### src/hdl/scs1a_pkg.sv
// ----------------------------------------------------------------------------
// scs1a_pkg
// Shared types, key codes and the key table for the set 1 scan code decoder.
// ----------------------------------------------------------------------------
package scs1a_pkg;

  localparam logic [7:0] PREFIX_EXT = 8'hE0;
  localparam logic [6:0] KEY_CTRL   = 7'h1D;
  localparam logic [6:0] KEY_LSHIFT = 7'h2A;
  localparam logic [6:0] KEY_RSHIFT = 7'h36;
  localparam logic [6:0] KEY_ALT    = 7'h38;
  localparam logic [6:0] KEY_CAPS   = 7'h3A;
  localparam logic [7:0] KEY_LAST   = 8'h3A;

  localparam int unsigned ROM_ADDR_W = 6;

  typedef struct packed {
    logic ext;
    logic shift;
    logic ctrl;
    logic alt;
    logic caps;
  } flags_t;

  typedef struct packed {
    logic [6:0] upper;
    logic [6:0] lower;
  } key_row_t;

  typedef struct packed {
    logic       valid;
    logic [6:0] ch;
    logic       ctrl;
    logic       alt;
  } result_t;

  function automatic key_row_t key_row(input logic [ROM_ADDR_W-1:0] idx);
    key_row_t r;
    case (idx)
      6'h01: r = '{7'h1B, 7'h1B};
      6'h02: r = '{7'h21, 7'h31};
      6'h03: r = '{7'h40, 7'h32};
      6'h04: r = '{7'h23, 7'h33};
      6'h05: r = '{7'h24, 7'h34};
      6'h06: r = '{7'h25, 7'h35};
      6'h07: r = '{7'h5E, 7'h36};
      6'h08: r = '{7'h26, 7'h37};
      6'h09: r = '{7'h2A, 7'h38};
      6'h0A: r = '{7'h28, 7'h39};
      6'h0B: r = '{7'h29, 7'h30};
      6'h0C: r = '{7'h5F, 7'h2D};
      6'h0D: r = '{7'h2B, 7'h3D};
      6'h0E: r = '{7'h08, 7'h08};
      6'h0F: r = '{7'h09, 7'h09};
      6'h10: r = '{7'h51, 7'h71};
      6'h11: r = '{7'h57, 7'h77};
      6'h12: r = '{7'h45, 7'h65};
      6'h13: r = '{7'h52, 7'h72};
      6'h14: r = '{7'h54, 7'h74};
      6'h15: r = '{7'h59, 7'h79};
      6'h16: r = '{7'h55, 7'h75};
      6'h17: r = '{7'h49, 7'h69};
      6'h18: r = '{7'h4F, 7'h6F};
      6'h19: r = '{7'h50, 7'h70};
      6'h1A: r = '{7'h7B, 7'h5B};
      6'h1B: r = '{7'h7D, 7'h5D};
      6'h1C: r = '{7'h0D, 7'h0D};
      6'h1E: r = '{7'h41, 7'h61};
      6'h1F: r = '{7'h53, 7'h73};
      6'h20: r = '{7'h44, 7'h64};
      6'h21: r = '{7'h46, 7'h66};
      6'h22: r = '{7'h47, 7'h67};
      6'h23: r = '{7'h48, 7'h68};
      6'h24: r = '{7'h4A, 7'h6A};
      6'h25: r = '{7'h4B, 7'h6B};
      6'h26: r = '{7'h4C, 7'h6C};
      6'h27: r = '{7'h3A, 7'h3B};
      6'h28: r = '{7'h22, 7'h27};
      6'h29: r = '{7'h7E, 7'h60};
      6'h2B: r = '{7'h7C, 7'h5C};
      6'h2C: r = '{7'h5A, 7'h7A};
      6'h2D: r = '{7'h58, 7'h78};
      6'h2E: r = '{7'h43, 7'h63};
      6'h2F: r = '{7'h56, 7'h76};
      6'h30: r = '{7'h42, 7'h62};
      6'h31: r = '{7'h4E, 7'h6E};
      6'h32: r = '{7'h4D, 7'h6D};
      6'h33: r = '{7'h3C, 7'h2C};
      6'h34: r = '{7'h3E, 7'h2E};
      6'h35: r = '{7'h3F, 7'h2F};
      6'h37: r = '{7'h2A, 7'h2A};
      6'h39: r = '{7'h20, 7'h20};
      default: r = '{7'h00, 7'h00};
    endcase
    return r;
  endfunction

  // digit and symbol keys: the upper column follows shift alone
  function automatic logic shift_only(input logic [6:0] code);
    return (code < 7'h0E) ||
           (code inside {7'h1A, 7'h1B, 7'h27, 7'h28, 7'h29, 7'h2B, 7'h33, 7'h34, 7'h35});
  endfunction

endpackage

### src/hdl/scancode_set1_to_ascii.sv
// ----------------------------------------------------------------------------
// scancode_set1_to_ascii
// Translate set 1 keyboard scan bytes to ASCII with modifier tracking.
// ----------------------------------------------------------------------------
//  channel  dir  width  fields (lsb first)
//  s_*      in   8      scan_byte
//  m_*      out  16     ascii_char[6:0], ctrl_held, alt_held, zero pad
//
//  One byte per cycle sustained unless the output is held. The first stage
//  reads the key table and the flag memory; the second stage updates the flags,
//  writes them back and loads the output register.
//  Reset clears the flag memory valid bit, the pipe valid and the output valid.
//  A held output stalls a full update stage and the input in the same cycle;
//  an empty update stage still takes one more byte before the input stalls.
// ----------------------------------------------------------------------------
module scancode_set1_to_ascii (
  input  logic        clk,
  input  logic        rst,
  input  logic        s_tvalid,
  output logic        s_tready,
  input  logic [7:0]  s_tdata,   // scan_byte
  output logic        m_tvalid,
  input  logic        m_tready,
  output logic [15:0] m_tdata    // ascii_char[6:0], ctrl_held[7], alt_held[8], 0
);
  import scs1a_pkg::*;

  logic       s_accept;
  logic       s1_valid;
  logic [7:0] s1_scan;
  logic       s1_adv;
  key_row_t   row;
  flags_t     cur;
  flags_t     nxt;
  result_t    res;
  result_t    out_q;

  assign s_accept = s_tvalid & s_tready;
  assign s1_adv   = s1_valid & (~m_tvalid | m_tready);
  assign s_tready = ~s1_valid | s1_adv;

  scs1a_key_rom u_rom (
    .clk     (clk),
    .rd_en   (s_accept),
    .rd_addr (s_tdata[ROM_ADDR_W-1:0]),
    .rd_data (row)
  );

  scs1a_flag_ram u_flags (
    .clk     (clk),
    .rst     (rst),
    .wr_en   (s1_adv),
    .wr_data (nxt),
    .rd_data (cur)
  );

  scs1a_update u_upd (
    .scan (s1_scan),
    .cur  (cur),
    .row  (row),
    .nxt  (nxt),
    .res  (res)
  );

  always_ff @(posedge clk) begin
    if (rst) begin
      s1_valid <= 1'b0;
    end else if (s_accept) begin
      s1_valid <= 1'b1;
    end else if (s1_adv) begin
      s1_valid <= 1'b0;
    end
  end

  always_ff @(posedge clk) begin
    if (s_accept) begin
      s1_scan <= s_tdata;
    end
  end

  always_ff @(posedge clk) begin
    if (rst) begin
      m_tvalid <= 1'b0;
    end else if (s1_adv && res.valid) begin
      m_tvalid <= 1'b1;
    end else if (m_tready) begin
      m_tvalid <= 1'b0;
    end
  end

  always_ff @(posedge clk) begin
    if (s1_adv && res.valid) begin
      out_q <= res;
    end
  end

  assign m_tdata = {7'b0, out_q.alt, out_q.ctrl, out_q.ch};

endmodule

### src/hdl/scs1a_key_rom.sv
// ----------------------------------------------------------------------------
// scs1a_key_rom
// Synchronous key table: both character columns of one row, from a registered read.
// ----------------------------------------------------------------------------
module scs1a_key_rom (
  input  logic                                 clk,
  input  logic                                 rd_en,
  input  logic [scs1a_pkg::ROM_ADDR_W-1:0]     rd_addr,
  output scs1a_pkg::key_row_t                  rd_data
);
  import scs1a_pkg::*;

  always_ff @(posedge clk) begin
    if (rd_en) begin
      rd_data <= key_row(rd_addr);
    end
  end

endmodule

### src/hdl/scs1a_flag_ram.sv
// ----------------------------------------------------------------------------
// scs1a_flag_ram
// One-entry modifier state memory with registered read and write-first bypass.
// ----------------------------------------------------------------------------
module scs1a_flag_ram (
  input  logic                clk,
  input  logic                rst,
  input  logic                wr_en,
  input  scs1a_pkg::flags_t   wr_data,
  output scs1a_pkg::flags_t   rd_data
);
  import scs1a_pkg::*;

  flags_t mem [1];
  logic   written;

  always_ff @(posedge clk) begin
    if (wr_en) begin
      mem[0] <= wr_data;
    end
  end

  always_ff @(posedge clk) begin
    if (rst) begin
      written <= 1'b0;
      rd_data <= '0;
    end else begin
      if (wr_en) begin
        written <= 1'b1;
        rd_data <= wr_data;
      end else if (written) begin
        rd_data <= mem[0];
      end else begin
        rd_data <= '0;
      end
    end
  end

endmodule

### src/hdl/scs1a_update.sv
// ----------------------------------------------------------------------------
// scs1a_update
// Decode one scan byte against the current flags: next flags and character.
// ----------------------------------------------------------------------------
module scs1a_update (
  input  logic [7:0]           scan,
  input  scs1a_pkg::flags_t    cur,
  input  scs1a_pkg::key_row_t  row,
  output scs1a_pkg::flags_t    nxt,
  output scs1a_pkg::result_t   res
);
  import scs1a_pkg::*;

  logic       make_ok;
  logic       col;
  logic [6:0] ch;

  always_comb begin
    nxt     = cur;
    res     = '0;
    make_ok = 1'b0;
    col     = 1'b0;
    ch      = '0;
    if (scan == PREFIX_EXT) begin
      nxt.ext = 1'b1;
    end else begin
      nxt.ext = 1'b0;
      if (scan[7]) begin
        if (scan[6:0] == KEY_CTRL) begin
          nxt.ctrl = 1'b0;
        end else if (!cur.ext && (scan[6:0] == KEY_LSHIFT || scan[6:0] == KEY_RSHIFT)) begin
          nxt.shift = 1'b0;
        end else if (scan[6:0] == KEY_ALT) begin
          nxt.alt = 1'b0;
        end
      end else begin
        if (cur.ext) begin
          make_ok = (scan[6:0] == KEY_ALT) || (scan[6:0] == KEY_CTRL);
        end else begin
          make_ok = (scan != 8'h00) && (scan <= KEY_LAST);
        end
        col = shift_only(scan[6:0]) ? cur.shift : (cur.shift ^ cur.caps);
        ch  = cur.ext ? 7'h00 : (col ? row.upper : row.lower);
        if (make_ok) begin
          if (ch != 7'h00) begin
            res = '{valid: 1'b1, ch: ch, ctrl: cur.ctrl, alt: cur.alt};
          end else begin
            case (scan[6:0])
              KEY_CTRL:   nxt.ctrl  = 1'b1;
              KEY_LSHIFT: nxt.shift = 1'b1;
              KEY_RSHIFT: nxt.shift = 1'b1;
              KEY_ALT:    nxt.alt   = 1'b1;
              KEY_CAPS:   nxt.caps  = ~cur.caps;
              default:    nxt.caps  = cur.caps;
            endcase
          end
        end
      end
    end
  end

endmodule

### config.mk
export PLATFORM = sky130hd
export DESIGN_NAME = scancode_set1_to_ascii
export DESIGN_NICKNAME = d
export VERILOG_FILES = /design/src/hdl/scs1a_pkg.sv /design/src/hdl/scancode_set1_to_ascii.sv /design/src/hdl/scs1a_key_rom.sv /design/src/hdl/scs1a_flag_ram.sv /design/src/hdl/scs1a_update.sv
export SDC_FILE = /design/constraint.sdc
export NUM_CORES = 1
export LEC_CHECK = 0
export BUFFER_PORTS_ARGS = -buffer_cell sky130_fd_sc_hd__clkbuf_2
export CAP_MARGIN = 20
export CORE_MARGIN = 4
export CORE_UTILIZATION = 50
export CTS_CLUSTER_DIAMETER = 80
export CTS_CLUSTER_SIZE = 25
export DETAILED_ROUTE_END_ITERATION = 8
export GPL_ROUTABILITY_DRIVEN = 0
export PLACE_DENSITY = 0.69
export SYNTH_ARGS = -nofsm -noshare
export SYNTH_HDL_FRONTEND = slang
export SYNTH_SLANG_ARGS = --single-unit
### constraint.sdc
create_clock -name clk -period 4.1 [get_ports clk]
set_input_delay 0.41 -clock clk [delete_from_list [all_inputs] [get_ports clk]]
set_output_delay 0.41 -clock clk [all_outputs]
set_load 0.05 [all_outputs]
* Word level (Yosys, flattened, before mapping)
Memories as Yosys holds them, arrays and structs flattened. A register that Yosys moved wholly into a read port is not among the register bits.
Index checks and enable logic that the tools add are counted.
** Storage, ports and cells
- Memory bits (read-only) :: 896
- Register bits :: 25
- Word-level logic and storage cells :: 89
- RAM bits :: 5
- Memories kept :: 2
** Memory list
- (no name shown) :: words 64, width 14, rd ports 1, clocked after memory_dff 1, write ports 0, line scs1a_pkg.sv:39 : case (idx)
- u_flags.mem :: words 1, width 5, rd ports 1, clocked after memory_dff 0, write ports 1, line scs1a_flag_ram.sv:14 : flags_t mem [1];
** Cells by class
- Reductions and logical operators :: 14
- Equal/unequal tests :: 15
- Muxes and demuxes :: 34
- Order comparisons :: 2
- Bitwise operators :: 10
** Operators with widths (count)
- == test 7 x 6 -> 1 bit (second input constant) :: 11
- 2-to-1 mux 10 bit :: 4
- 2-to-1 mux 1 bit :: 22
- == test 7 x 5 -> 1 bit (second input constant) :: 3
- 2-to-1 mux 7 bit :: 2
- 2-to-1 mux 4 bit :: 3
- 2-to-1 mux 5 bit :: 2
- nonzero test 9 bit :: 1
- == test 8 bit (second input constant) :: 1
- less-or-equal comparator 8 x 6 -> 1 bit (second input constant) :: 1
- nonzero test 8 bit :: 1
- less-than comparator 7 x 4 -> 1 bit (second input constant) :: 1
- nonzero test 7 bit :: 1
- NOT 1 bit :: 5
- nonzero test 2 bit :: 2
- OR reduction 4 bit :: 1
- logical AND 1 bit :: 3
- logical OR 1 bit :: 3
- 2-to-1 mux 3 bit :: 1
- AND 1 bit :: 2
- OR 1 bit :: 2
- OR reduction 2 bit :: 1
- zero test 1 bit :: 1
- XOR 1 bit :: 1

* Logic depth before layout (Yosys ltp)
- Word-level depth :: 13
- Depth in mapped cells :: 10
- Depth with buffers taken out :: 9

* Cells and area by module
Synthesis repeated with hierarchy kept, for this count alone.
** Second synthesis, totals
- Cell total of the unflattened synthesis :: 316
- Area, all modules :: 3113.0 µm²
** By module, submodules not included
- scs1a_key_rom :: seq. area each 420.4 µm², area each 1535.2 µm², instances 1, cells an instance 174
- scancode_set1_to_ascii :: seq. area each 550.5 µm², area each 669.4 µm², instances 1, cells an instance 36
- scs1a_update :: seq. area each 0.0 µm², area each 538.0 µm², instances 1, cells an instance 77
- scs1a_flag_ram :: seq. area each 270.3 µm², area each 370.4 µm², instances 1, cells an instance 29

* Worst setup path after synthesis
OpenSTA, ideal clock, no wires.
- Path type :: register -> register
- From :: register s1_scan[2]
- To :: register out_q (netlist bit m_tdata[0]), enable pin
- Clock period less this slack :: 3047 ps
- Slack :: 1053 ps
- Stages on the path, launching flop included :: 10
- Buffers on the path :: 2
- Data required time :: 3726 ps
- Setup time :: 374 ps
- Arrival :: 2673 ps
- Path through :: edfxtp_1 buf_4 or3b_4 a2111oi_4 a311oi_2 xnor2_4 mux2i_1 or2_1 buf_6 nor2_1
** On the way
- Cells in the longest elaborated chain, start to end :: 12
- Elaborated cells on any way between the ends :: 31
** RTL lines
- start, declared :: line scancode_set1_to_ascii.sv:30 : logic [7:0] s1_scan;
- start signal, assigned :: line scancode_set1_to_ascii.sv:77 : s1_scan <= s_tdata;
- parallel branches: the longest is 10 deep, another holds less-than comparator 7 x 4 -> 1 bit
- 2-to-1 mux 10 bit * :: line scs1a_update.sv:24 : if (scan == PREFIX_EXT) begin
- logical AND 1 bit * :: line scancode_set1_to_ascii.sv:92 : if (s1_adv && res.valid) begin
- end signal, assigned :: line scancode_set1_to_ascii.sv:93 : out_q <= res;
- end, declared :: line scancode_set1_to_ascii.sv:36 : result_t out_q;
Every way passes the cells marked *. The select of a mux whose other input is x is not followed.
A chain may end at the register's enable or synchronous reset.

* Final worst setup path
- From :: register s1_scan[2]
- To :: register out_q (netlist bit m_tdata[2]), enable pin
Same word-level chain as after synthesis.

==> flow_summary.yaml <==
grt:
  groute.layer.met3.usage_pct: 3.50
  first_global_vias: 2124
  grt_first_pass_wirelength_microns: 10400
  grt_most_used_layer: "met2"
  pin_count_of_the_biggest_net_entering_global_routing: 44
  grt.met1_usage_pct: 25.0
  grt-ovfl-total: 0
  gr-usage-all-layers_pct: 17.6
  number_of_antenna_violations_at_the_first_check_in_global_routing: 0
  grt_util_met2_pct: 26.3
synthesis:
  synth.yosys.warnings: 0
  synthesized_area_fraction_occupied_by_ao_oa_aoi_and_oai_cells_pct: 21.1
  synth_cells: 337
  synth_seq_cells: 44
  yosys-top-cells-count: "nor2_1 (52), edfxtp_1 (36), a21oi_1 (32)"
  synth_seq_area_share_pct: 41.5
  dominantRegCellSynth: "edfxtp_1"
  mappedNetlistArea_sq_um: 2990
  synth.area.mux_share_pct: 4.39
  syn_area_per_cell_sq_um: 8.88
  biggest_area_contributors_in_the_synthesized_netlist: "edfxtp_1 (36%), nor2_1 (6.5%), a21oi_1 (5.4%)"
  synth_top_family_by_area: "compound AO/OA/AOI/OAI gates"
  post_synth_num_cell_types: 57
  synth_async_sr_flop_share_pct: 0
  synthAdderAreaFrac_pct: 5.02
  number_of_enable_flip_flop_cells_after_synthesis: 36
  synth_xor_area_share_pct: 1.51
  post-synth-top-count-cell: "nor2_1"
  yosysTopAreaCell: "edfxtp_1"
  synthSimpleGateAreaFrac_pct: 20.2
  yosysTopAreaCellShare_pct: 36.1
sta:
  period_needed_ps: 3360
  final.period_utilization_pct: 81.8
  tightest_slew_ps: 991
  hold_viol_final: 0
  report.final.setup_viol: 0
  slew-limit-headroom_pct: 33.9
  timing.setup.tns_ps: 0
  drv_slew: 0
  maxClockFrequency_mhz: 298
  setup_repair_after_global_routing_missed_its_margin: "no"
  finalWorstSetupSlack_ps: 745
  clock-skew-final_ps: 17.9
cts:
  tritoncts: "done"
  clk_pin_slew_worst_paths_ps: 80
  clk-insertion-delay-late_ps: 300
  postCtsResizedCells: 0
  cts_made_buffers: 5
  cts_hold_buf: 0
  post-cts-setup-buffers: 0
  clock_tree.root_cell: "clkbuf_8"
  cts_max_level: 2
  cts-root-to-sink-buffers: 2
  cts.sink_count: 44
power_and_ir_drop:
  power_per_cell_area_nw_per_um2: 324
  worst_ir_drop_vdd_uv: 168
  finalPower_w: 0.00104
  power.net_switching_w: 0.000289
  switching_share_pct: 27.8
  clkPwrFrac_pct: 30.4
  p_seq_share_pct: 51.0
  p_leak_nw: 1.24
  share_comb_of_total_power_pct: 18.6
  cellInternalPower_w: 0.000751
cells_and_area:
  syn_to_final_growth_pct: 7.44
  final_nets: 374
  drive_gt1_share_pct: 12.5
  finish.utilization_pct: 57.0
  count_of_antenna_diodes_in_the_layout: 0
route:
  dr.first_iter.drc_count: 168
  wl_per_cell_microns: 15.0
  final_antenna_net_count: 0
  drc_errors: 0
  drtPass1Iterations: 4
  routed_wl_microns: 6360
  detail_route.vias_per_cell: 5.90
  routed-via-count: 2495
critical_path:
  crit_path_start_kind: "flip-flop"
  reg2reg_setup_slack_ps: 740
  ff2ff_path_depth: 7
  critical_path.endpoint_type: "flip-flop"
  worst_r2r_startpoint: "s1_scan[2]"
  cp_data_arrival_time_ps: 3270
  timing.rr.end: "m_tdata[2]"
  worst_path_class_setup: "reg2reg"
  timing.critical_path.fanout_max: 11
  cp.required_ps: 4020
hold_path:
  hold_path.class: "in2reg"
  whs_path_depth: 1
  worst_hold_startpoint: "s_tdata[7]"
  worst_hold_path.endpoint: "s1_scan[7]"
floorplanning:
  core_area_sq_um: 5640
  num_io_pins: 30
  die_w_microns: 85.4
  die_h_microns: 85.4
  design.die.area_sq_um: 7280
  rows: 27
  initial_core_util_pct: 53.0
place:
  dpl.hpwl_microns: 4640
  io_buffers: 22
  placement.setup.worst_slack_ps: 741
flow_run:
  cap_viol_max_count: 0
run_status:
  run_status: "finished, final reports clean"
==> worst max-delay path by stage <==
stage / cells past startpoint / to / start
after floorplan: 9 / m_tdata[0] / s1_scan[2]
after global placement: 7 / m_tdata[4] / s1_scan[2]
after detailed placement: 7 / m_tdata[5] / s1_scan[2]
after CTS: 7 / m_tdata[2] / s1_scan[2]
after global routing: 7 / m_tdata[2] / s1_scan[2]
final: 7 / m_tdata[2] / s1_scan[2]
==> stage by stage <==
stage          std cells  area, sq um  hold slack [ps]
2_1_floorplan        343         3010              448
3_3_place_gp         415         3100              453
3_5_place_dp         415         3100              478
4_1_cts              423         3210              284
5_1_grt              423         3210              274
6_report             423         3210              291
==> layout by cell type (no fill, tap or decap), drive strengths merged, types with 3 or more instances in the layout <==
cell type	synthesis	final
nand2b	4	4
nor4	3	3
o211ai	3	3
and2	4	4
dfxtp	8	8
and3	4	4
nand3	6	6
or2	6	6
o31ai	6	6
a311oi	4	4
xnor2	3	3
nand2	26	26
edfxtp	36	36
a21oi	32	32
o21ai	23	23
nor3	8	8
clkbuf	13	29
a31oi	3	3
conb	1	7
o22ai	5	5
mux2i	12	12
ha	12	12
nor2	52	52
nor2b	5	5
clkinv	3	4
a211oi	4	4
inv	13	13
==> flip-flops by register name (all words and copies together) (netlist names) <==
| name | count |
|---|---|
| m_tvalid | 1 |
| u_flags.mem | 5 |
| u_rom.rd_data | 14 |
| s1_valid | 1 |
| u_flags.written | 1 |
| u_flags.rd_data | 5 |
| m_tdata | 9 |
| s1_scan | 8 |
==> worst max-delay path, stage by stage (launching register included) <==
cell       delay, ps
edfxtp_1         510
or3b_4           470
a2111oi_4        330
a311oi_2         130
xnor2_4          380
mux2i_1          230
or2_1            380
nor2_1           550
==> metal layers <==
| layer | wire length, microns | share of wire, % |
|---|---|---|
| met5 | 0 | 0 |
| met4 | 109 | 1.7 |
| met3 | 563 | 8.9 |
| met2 | 2820 | 44 |
| met1 | 2870 | 45 |
==> power by group through the flow <==
stage	sequential, W	combinational, W	clock, W
finish	0.000531	0.000194	0.000316
global route	0.000534	0.000213	0.000342
CTS	0.000531	0.000191	0.000322
detailed placement	0.000541	0.000190	0
global placement	0.000540	0.000189	0
floorplan	0.000542	0.000151	0
==> logic make-up after synthesis <==
group	after synthesis
simple gates	128
compound gates	97
flops	44
buf+inv	39
mux	13
fa+ha+maj	12
xor+xnor	3
other cells	1
==> layout make-up <==
type,count,area (sq um)
clock buffers,7,108
clock inverters,1,8.76
flip-flops and latches,44,1240
repair buffers,23,118
inverters,16,60.1
multi-input cells,260,1590
fillers,496,2430
well taps,72,90.1
No activity file was read; power rests on OpenSTA's default activity.
